File: src/design/fpfc_pkg.sv
package fpfc_pkg;

   typedef enum logic [1:0] {
      MODE_INT_TO_FIX   = 2'd0,
      MODE_FLT_TO_FIX   = 2'd1,
      MODE_FIX_TO_FLT   = 2'd2,
      MODE_FIX_TO_INT   = 2'd3
   } mode_type;

   typedef struct packed {
      logic [1:0]         mode;
      logic signed [31:0] int_in;
      logic [31:0]        float_in;
      logic signed [31:0] raw_in;
   } req_type;

   typedef struct packed {
      logic signed [31:0] raw_out;
      logic [31:0]        float_out;
      logic signed [23:0] int_out;
      logic               overflow;
   } rsp_type;

endpackage

File: src/design/fixed_point_format_converter_unit.sv
// Fixed-point format converter, Q(32-FRAC_BITS).FRAC_BITS.
// Input channel req_*: req_valid/req_stall/req_data; a transfer happens
// when valid is high and stall is low. req_data.mode picks the conversion:
// int to fixed, float to fixed, fixed to float, fixed to int.
// Output channel rsp_*: one result per input item, same order.
// An input transfer is written to the input register; single-pass
// conversion logic then feeds the result register that drives rsp_valid.
// Throughput: one item per cycle while rsp_stall is low (two-stage pipe).
// A stage advances when the stage after it is empty or moving, so a stall
// on rsp_stall backs up into req_stall only when both stages are full.
// Reset clears both valid flags; payload registers are not reset.
module fixed_point_format_converter_unit import fpfc_pkg::*; #(
   parameter int FRAC_BITS = 8
) (
   input  logic    clock,
   input  logic    reset,
   input  logic    req_valid,
   output logic    req_stall,
   input  req_type req_data,
   output logic    rsp_valid,
   input  logic    rsp_stall,
   output rsp_type rsp_data
);

   logic    in_vld_ff, in_vld_in;
   req_type in_ff;
   logic    out_vld_ff, out_vld_in;
   rsp_type out_ff;
   rsp_type conv;
   logic    out_move, in_move;

   fpfc_core #(.FRAC_BITS(FRAC_BITS)) u_core (
      .req(in_ff),
      .rsp(conv)
   );

   assign out_move   = in_vld_ff && (!out_vld_ff || !rsp_stall);
   assign in_move    = !in_vld_ff || out_move;
   assign req_stall  = !in_move;
   assign in_vld_in  = in_move ? req_valid : in_vld_ff;
   assign out_vld_in = out_move ? 1'b1 : (out_vld_ff && rsp_stall);

   always_ff @(posedge clock) begin
      if (reset) begin
         in_vld_ff  <= 1'b0;
         out_vld_ff <= 1'b0;
      end else begin
         in_vld_ff  <= in_vld_in;
         out_vld_ff <= out_vld_in;
      end
      if (in_move && req_valid) in_ff <= req_data;
      if (out_move) out_ff <= conv;
   end

   assign rsp_valid = out_vld_ff;
   assign rsp_data  = out_ff;

endmodule

File: src/design/fpfc_core.sv
module fpfc_core import fpfc_pkg::*; #(
   parameter int FRAC_BITS = 8
) (
   input  req_type req,
   output rsp_type rsp
);

   localparam int FB = FRAC_BITS;

   // mode 0
   logic signed [63:0] i2f_wide;
   logic               i2f_ovf;
   logic [31:0]        i2f_val;

   // mode 1
   logic        f_neg;
   logic [7:0]  f_ex;
   logic [23:0] f_man;
   logic signed [9:0] f_sh;
   logic [5:0]  f_n;
   logic [63:0] f_mag;
   logic [63:0] f_rnd;
   logic        f2x_ovf;
   logic [31:0] f2x_val;

   // mode 2
   logic        x_neg;
   logic [31:0] x_mag;
   logic [4:0]  x_p;
   logic [4:0]  x_r;
   logic [31:0] x_rem;
   logic [31:0] x_half;
   logic [24:0] x_keep;
   logic [5:0]  x_pf;
   logic [7:0]  x_e;
   logic [31:0] x2f_val;

   // mode 3
   logic signed [31:0] x_q;
   logic        x2i_ovf;
   logic [23:0] x2i_val;

   always_comb begin
      i2f_wide = 64'(signed'(req.int_in)) <<< FB;
      i2f_ovf  = 1'b0;
      i2f_val  = i2f_wide[31:0];
      if (i2f_wide > 64'sh7FFFFFFF) begin
         i2f_ovf = 1'b1;
         i2f_val = 32'h7FFFFFFF;
      end else if (i2f_wide < -64'sh80000000) begin
         i2f_ovf = 1'b1;
         i2f_val = 32'h80000000;
      end
   end

   always_comb begin
      f_neg   = req.float_in[31];
      f_ex    = req.float_in[30:23];
      f_man   = {1'b0, req.float_in[22:0]};
      f2x_ovf = 1'b0;
      f2x_val = 32'd0;
      f_mag   = 64'd0;
      f_rnd   = 64'd0;
      f_n     = 6'd0;
      if (f_ex == 8'd0) begin
         f_sh = 10'(FB) - 10'sd149;
      end else begin
         f_man[23] = 1'b1;
         f_sh = signed'({2'b00, f_ex}) - 10'sd150 + 10'(FB);
      end
      if (f_ex == 8'hFF) begin
         f2x_ovf = 1'b1;
         if (req.float_in[22:0] != 23'd0) f2x_val = 32'd0;
         else f2x_val = f_neg ? 32'h80000000 : 32'h7FFFFFFF;
      end else if (f_man != 24'd0) begin
         if (f_sh >= 0) begin
            if (f_sh > 10'sd38) f_mag = 64'h1_0000_0000;
            else f_mag = 64'(f_man) << f_sh[5:0];
         end else begin
            if (f_sh <= -10'sd25) begin
               f_mag = 64'd0;
            end else begin
               f_n   = 6'(-f_sh);
               f_rnd = 64'(f_man) + (64'd1 << (f_n - 6'd1));
               f_mag = f_rnd >> f_n;
            end
         end
         if (f_neg) begin
            if (f_mag > 64'h8000_0000) begin
               f2x_ovf = 1'b1;
               f_mag = 64'h8000_0000;
            end
            f2x_val = 32'(64'd0 - f_mag);
         end else begin
            if (f_mag > 64'h7FFF_FFFF) begin
               f2x_ovf = 1'b1;
               f_mag = 64'h7FFF_FFFF;
            end
            f2x_val = f_mag[31:0];
         end
      end
   end

   always_comb begin
      x_neg  = req.raw_in[31];
      x_mag  = x_neg ? 32'(-req.raw_in) : 32'(req.raw_in);
      x_p    = 5'd0;
      for (int i = 0; i < 32; i++) begin
         if (x_mag[i]) x_p = 5'(i);
      end
      x_r    = 5'd0;
      x_rem  = 32'd0;
      x_half = 32'd0;
      x_pf   = {1'b0, x_p};
      if (x_p > 5'd23) begin
         x_r    = x_p - 5'd23;
         x_rem  = x_mag & ((32'd1 << x_r) - 32'd1);
         x_half = 32'd1 << (x_r - 5'd1);
         x_keep = 25'(x_mag >> x_r);
         if (x_rem > x_half || (x_rem == x_half && x_keep[0]))
            x_keep = x_keep + 25'd1;
         if (x_keep[24]) begin
            x_keep = x_keep >> 1;
            x_pf   = x_pf + 6'd1;
         end
      end else begin
         x_keep = 25'(x_mag << (5'd23 - x_p));
      end
      x_e = 8'(x_pf) - 8'(FB) + 8'd127;
      if (req.raw_in == 32'sd0) x2f_val = 32'd0;
      else x2f_val = {x_neg, x_e, x_keep[22:0]};
   end

   always_comb begin
      x_q     = req.raw_in >>> FB;
      x2i_ovf = 1'b0;
      x2i_val = x_q[23:0];
      if (x_q > 32'sd8388607) begin
         x2i_ovf = 1'b1;
         x2i_val = 24'h7FFFFF;
      end else if (x_q < -32'sd8388608) begin
         x2i_ovf = 1'b1;
         x2i_val = 24'h800000;
      end
   end

   always_comb begin
      rsp = '0;
      unique case (mode_type'(req.mode))
         MODE_INT_TO_FIX: begin
            rsp.raw_out  = i2f_val;
            rsp.overflow = i2f_ovf;
         end
         MODE_FLT_TO_FIX: begin
            rsp.raw_out  = f2x_val;
            rsp.overflow = f2x_ovf;
         end
         MODE_FIX_TO_FLT: begin
            rsp.float_out = x2f_val;
         end
         MODE_FIX_TO_INT: begin
            rsp.int_out  = x2i_val;
            rsp.overflow = x2i_ovf;
         end
         default: rsp = '0;
      endcase
   end

endmodule

File: config.mk
export PLATFORM = sky130hd
export DESIGN_NAME = fixed_point_format_converter_unit
export DESIGN_NICKNAME = d
export VERILOG_FILES = /design/src/design/fpfc_pkg.sv /design/src/design/fixed_point_format_converter_unit.sv /design/src/design/fpfc_core.sv
export SDC_FILE = /design/constraint.sdc
export NUM_CORES = 1
export LEC_CHECK = 0
export ABC_AREA = 1
export BUFFER_PORTS_ARGS = -buffer_cell sky130_fd_sc_hd__buf_2
export CORE_MARGIN = 3
export CORE_UTILIZATION = 29
export CTS_BUF_LIST = sky130_fd_sc_hd__clkbuf_8
export CTS_CLUSTER_DIAMETER = 120
export DETAILED_ROUTE_END_ITERATION = 16
export PLACE_DENSITY = 0.54
export SYNTH_ARGS = -nofsm -noshare
export SYNTH_HDL_FRONTEND = slang
export SYNTH_SLANG_ARGS = --single-unit
export TNS_END_PERCENT = 10
File: constraint.sdc
create_clock -name clock -period 22.6 [get_ports clock]
set_clock_uncertainty 0.05 [all_clocks]
set_input_delay 2.26 -clock clock [delete_from_list [all_inputs] [get_ports clock]]
set_output_delay 2.26 -clock clock [all_outputs]
set_load 0.01 [all_outputs]
==> results.toml, run 1 <==
[outcome]
outcome = "finished, final reports clean"

[critical_path]
cp-endpoint = "rsp_data[65]"
worstSetupPathType = "reg2reg"
crit_path_start_kind = "register"
r2r_cells = 51
ff2ff_setup_slack_ns = 11.66
critPathRequiredTime_ns = 22.87
end_kind = "register"
r2r-end = "rsp_data[65]"
crit_arrival_ns = 11.20
slowest_stage = "ha_1"
cp_max_fo = 43
r2r_start = "in_ff[56]"
critPathMostFrequentCell = "nand2_1"
cpPeakStageDelay_ns = 0.67
critPathLaunch = "in_ff[56]"

[run]
cap_violations = 0

[sta]
setup_tns_ns = 0
fin_ws_ns = 11.66
max_slew_margin = 0.258
timing.fmax_mhz = 91.4
slew_violations = 0
rsz0062_at_grt = "no"
holdWs_ns = 0.490
max_slew.worst_pin.slew_ns = 1.11
setup_violations = 0
post-route-period-util = 0.484
finalHoldViolCount = 0
fin_crit_ns = 10.94

[worst_hold_path]
hold_depth = 2
holdCritPathClass = "reg2reg"

[yosys]
ys_seq_area_frac = 0.264
synth_nets = 3538
ys.flop_type = "edfxtp_1"
synth-seq-cells = 189
async_reset_ff_frac = 0
yosys_warnings = 0
avgSynthCellArea_um2 = 6.37
netlist_instances = 3360
synthDistinctLibCells = 75
synth_edf_count = 187
netlist_area_um2 = 21400

[floorplan]
coreArea_um2 = 73100
fp.dieW_um = 278
start_util = 0.293
ios = 193
placementRows = 99
die_y_um = 278
die-area_um2 = 77100

[power]
power_leakage_uw = 0.0107
combPwrFrac = 0.562
p_int_uw = 739
pwr_density_cell_nw_per_um2 = 64.0
seq_power_share = 0.285
irDropWorstVdd_v = 0.0000485
p_clk_frac = 0.154
switching_power_uw = 760
swShare = 0.507

[clock_tree]
cts_buffers = 17
postCtsHoldBufs = 0
numClockSinks = 189
htree_levels = 4
worstSkewPairLatency_ns = 0.59
clkTransAtPathRegs_ns = 0.11
post_cts_buffers = 0
cts_tree = "done"
cts-root-buf = "clkbuf_8"
cts_resized = 0
ctsLongestPathBuffers = 2

[global_routing]
grt_max_degree = 77
antenna_found_initial = 8
grt_pass1_vias = 21014
grt_pass1_wl_um = 126000
groute.usage.overall = 0.209
gr-total-overflow = 0

[place]
place_congestion = 0.980
port_buffers = 192
place_ws_ns = 11.78
placed_area_um2 = 23000
dpl.hpwl_um = 65400

[finish]
final_area_um2 = 23400
multi_input_area_um2 = 13600
nets = 3615
fill_cells = 8219
drive_above_1_share = 0.116
area_growth_pct = 9.41
seq_area_um2 = 5660

[drt]
wl_um = 82700
drt-initial-drc-count = 2340
drt_drc_violations_left = 0
vias = 23215
drtPass1Iterations = 6
wl_per_cell_um = 18.7
drtAntennaViolNets = 0
vias_per_cell = 5.26
-- placed cells by master (no fill, tap or decap), types with 43 or more instances in the layout --
| cell type | count |
|---|---|
| o21ai_0 | 259 |
| nor2_1 | 345 |
| inv_2 | 43 |
| nand3_1 | 337 |
| ha_1 | 75 |
| inv_1 | 328 |
| buf_2 | 192 |
| nand4_1 | 53 |
| xor2_1 | 72 |
| nand2_1 | 916 |
| a21oi_1 | 102 |
| nor3_1 | 72 |
| edfxtp_1 | 187 |
-- cells by family (layout without fill, tap and decap cells) --
group                    count (synthesis)  in the layout  share of synthesized area
buffers and inverters                  541            630                      0.102
adder cells (fa/ha/maj)                 76             76                     0.0448
multiplexers                             6              6                    0.00280
AO/OA/AOI/OAI                          585            585                      0.159
AND/OR/NAND/NOR                       1867           1867                      0.386
XOR/XNOR                                96             96                     0.0412
other                                    0              5                          0
flip-flops                             189            189                      0.264
-- routing by layer --
| layer | vias up | share of wire | track usage |
|---|---|---|---|
| li1 | 11470 | - | - |
| met5 | - | 0.00050 | 0 |
| met3 | 81 | 0.075 | 0.0381 |
| met4 | 6 | 0.020 | 0.0490 |
| met1 | 10706 | 0.49 | 0.315 |
| met2 | 952 | 0.41 | 0.305 |
-- power by group through the flow --
stage	combinational [uW]	clock, uW	sequential [uW]
floorplan	598	0	436
global placement	826	0	435
detailed placement	822	0	435
CTS	825	242	427
global route	934	254	430
finish	842	230	427
-- state kept, by name, indices dropped and copies added, names as in the netlist --
name / cells
rsp_valid: 1
in_ff: 98
rsp_data: 89
in_vld_ff: 1
-- synth_stat cells, drive strengths merged (2+ instances only) --
library cell	number	area share
o211ai	29	0.010
clkbuf	85	0.015
a311oi	4	0.0016
nand2	943	0.17
xnor2	20	0.0082
nand4	54	0.016
a211oi	10	0.0035
or2	18	0.0054
a41oi	2	0.00082
a21oi	104	0.024
a31oi	35	0.010
o221ai	7	0.0029
o32ai	7	0.0029
o21bai	4	0.0014
dfxtp	2	0.0019
nor3	82	0.021
a22oi	5	0.0018
nand3	345	0.083
nor2	381	0.075
ha	75	0.044
a21boi	3	0.0011
buf	73	0.020
clkinv	6	0.0011
o31ai	10	0.0037
xor2	76	0.033
nand3b	8	0.0028
o21a	9	0.0032
a21o	3	0.0011
o41ai	23	0.0094
edfxtp	187	0.26
o21ai	296	0.069
nor4	31	0.0091
inv	377	0.067
and2	3	0.00088
mux2i	6	0.0028
o22ai	20	0.0058
o2111ai	2	0.00082
o311ai	6	0.0025
-- area by class of cell --
class | instances | share of cell area
diodes | 5 | 0.000534
clock buffers | 17 | 0.00999
clock inverters | 14 | 0.00566
inverters | 383 | 0.0620
multi-input cells | 2630 | 0.580
flip-flops and latches | 189 | 0.241
well taps | 959 | 0.0512
repair buffers | 216 | 0.0487
-- through the flow --
step / util / std cells / total power (uW)
finish: 0.321 / 4413 / 1500
detailed placement: 0.315 / 4377 / 1260
CTS: 0.320 / 4408 / 1500
floorplan: - / 3360 / 1030
global placement: 0.315 / 4377 / 1260
global route: 0.320 / 4410 / 1620
-- worst min path at each step --
| stage | from | endpoint | slack, ns |
|---|---|---|---|
| finish | rsp_valid | rsp_valid | 0.49 |
| global route | rsp_valid | rsp_valid | 0.54 |
| CTS | rsp_valid | rsp_valid | 0.49 |
| detailed placement | rsp_valid | rsp_valid | 0.47 |
| global placement | rsp_valid | rsp_valid | 0.47 |
| floorplan | in_vld_ff | rsp_valid | 0.40 |
-- worst max-delay path, delay by kind of cell, from the launching register on --
| family | cells | cell delay, ns |
|---|---|---|
| and+or+nand+nor | 26 | 3.88 |
| AOI/OAI and AO/OA | 12 | 2.75 |
| adders and majority gates | 4 | 1.60 |
| buffers and inverters | 7 | 1.34 |
| DFF | 1 | 0.65 |
| xor gates and xnor gates | 2 | 0.36 |
Note: power is estimated with default switching activity, not from simulation.
==> run 2, diff against run 1 <==
Clock period 22.6 ns to 10.9 ns, I/O delays scaled along.
==> results.toml, run 2 (synthesized netlist as in run 1, its figures left out) <==
[global_routing]
grt_pass1_vias = 21165
groute.usage.overall = 0.211
grt_pass1_wl_um = 127000
gr-total-overflow = 0
antenna_found_initial = 9
grt_max_degree = 73

[sta]
max_slew.worst_pin.slew_ns = 1.11
setup_violations = 0
fin_crit_ns = 9.72
slew_violations = 0
finalHoldViolCount = 0
timing.fmax_mhz = 103
rsz0062_at_grt = "no"
post-route-period-util = 0.892
max_slew_margin = 0.258
holdWs_ns = 0.484
setup_tns_ns = 0

[clock_tree]
numClockSinks = 189
cts_buffers = 17
ctsLongestPathBuffers = 2
clkTransAtPathRegs_ns = 0.11
cts-root-buf = "clkbuf_8"
cts_tree = "done"
worstSkewPairLatency_ns = 0.59
htree_levels = 4

[finish]
seq_area_um2 = 5660
top_register = "in_ff"
final_cell_mix = "nand2_1, nor2_1, nand3_1"
nets = 3635
multi_input_area_um2 = 13600
drive_above_1_share = 0.122
mostFrequentLayoutCell = "nand2_1"
fill_cells = 8189
area_growth_pct = 10.5
largest_reg_flops = 98
final_cells = 4435

[run]
cap_violations = 0

[outcome]
outcome = "finished, final reports clean"

[drt]
drt_drc_violations_left = 0
drtAntennaViolNets = 0
vias = 23122
wl_per_cell_um = 18.9
wl_um = 83600
drt-initial-drc-count = 2498
drtPass1Iterations = 6
vias_per_cell = 5.21

[floorplan]
coreArea_um2 = 73100
start_util = 0.293
fp.dieW_um = 278
placementRows = 99
die-area_um2 = 77100
die_y_um = 278
ios = 193

[place]
dpl.hpwl_um = 66300
port_buffers = 192
place_congestion = 0.937
dp_cells = 4395

[critical_path]
end_kind = "register"
critPathMostFrequentCell = "nand2_1"
crit_arrival_ns = 9.98
crit_path_start_kind = "register"
cp_max_fo = 27
cpPeakStageDelay_ns = 0.38
slowest_stage = "a22oi_1"
critPathRequiredTime_ns = 11.16
worstSetupPathType = "reg2reg"

[power]
power_leakage_uw = 0.0108
irDropWorstVdd_v = 0.0000963
pwr_density_cell_nw_per_um2 = 133

[worst_hold_path]
holdCritPathClass = "reg2reg"
==> run 2: cell types whose count changed in the layout (fill, tap and decap cells not counted), sizes merged <==
cell / before / now
buf: 216 / 236
bufinv: 0 / 1
clkinv: 10 / 11
clkinvlp: 3 / 2
diode: 5 / 6
==> run 2: path summary, 6_finish.rpt <==
path	from	to	slack, ns	cells past startpoint
worst max-delay path	in_ff[56]	rsp_data[72]	1.18	52
worst min-delay path	rsp_valid	rsp_valid	0.48	2
worst max register to register	in_ff[56]	rsp_data[72]	1.18	52
worst min register to register	rsp_valid	rsp_valid	0.48	2
==> run 2: through the flow <==
step	area [um^2]	worst slack [ns]	util	power (uW)
after floorplan	21400	2.01	-	2140
after global placement	23200	0.973	0.317	2630
after detailed placement	23200	0.685	0.317	2620
after CTS	23600	0.587	0.323	3150
after global routing	23600	0.0888	0.323	3410
final	23700	1.18	0.324	3160
==> run 2: worst max-delay path: cells and delay by family (launching register included) <==
family          cells  cell delay [ns]
simple gates       26             3.48
compound gates     13             2.84
buf+inv             7             1.14
fa+ha+maj           4             1.09
xor+xnor            2             0.44
flops               1             0.37
==> run 2: layout make-up <==
class,count,area share
Multi-Input combinational cell,2630,0.576
Sequential cell,189,0.239
Inverter,383,0.0614
Timing Repair Buffer,236,0.0546
Tap cell,959,0.0507
Clock buffer,17,0.00989
Clock inverter,15,0.00741
Antenna cell,6,0.000635
==> run 2: metal layers <==
layer / global-route usage / vias to the layer above / wire length (um)
met4: 0.0657 / 6 / 2510
met1: 0.317 / 10546 / 40900
met2: 0.301 / 950 / 33900
met5: 0 / - / 41
li1: - / 11508 / -
met3: 0.0396 / 112 / 6260
==> run 2: repair_timing <==
item,in CTS,in global routing
buffers inserted,0,2
hold buffers,0,0
gates resized for setup,0,6
endpoints found under the setup margin,0,31
==> run 2: power by group <==
group,internal [uW],total (uW),switching [uW]
sequential,856,886,29.7
combinational,520,1760,1240
clock,192,515,322
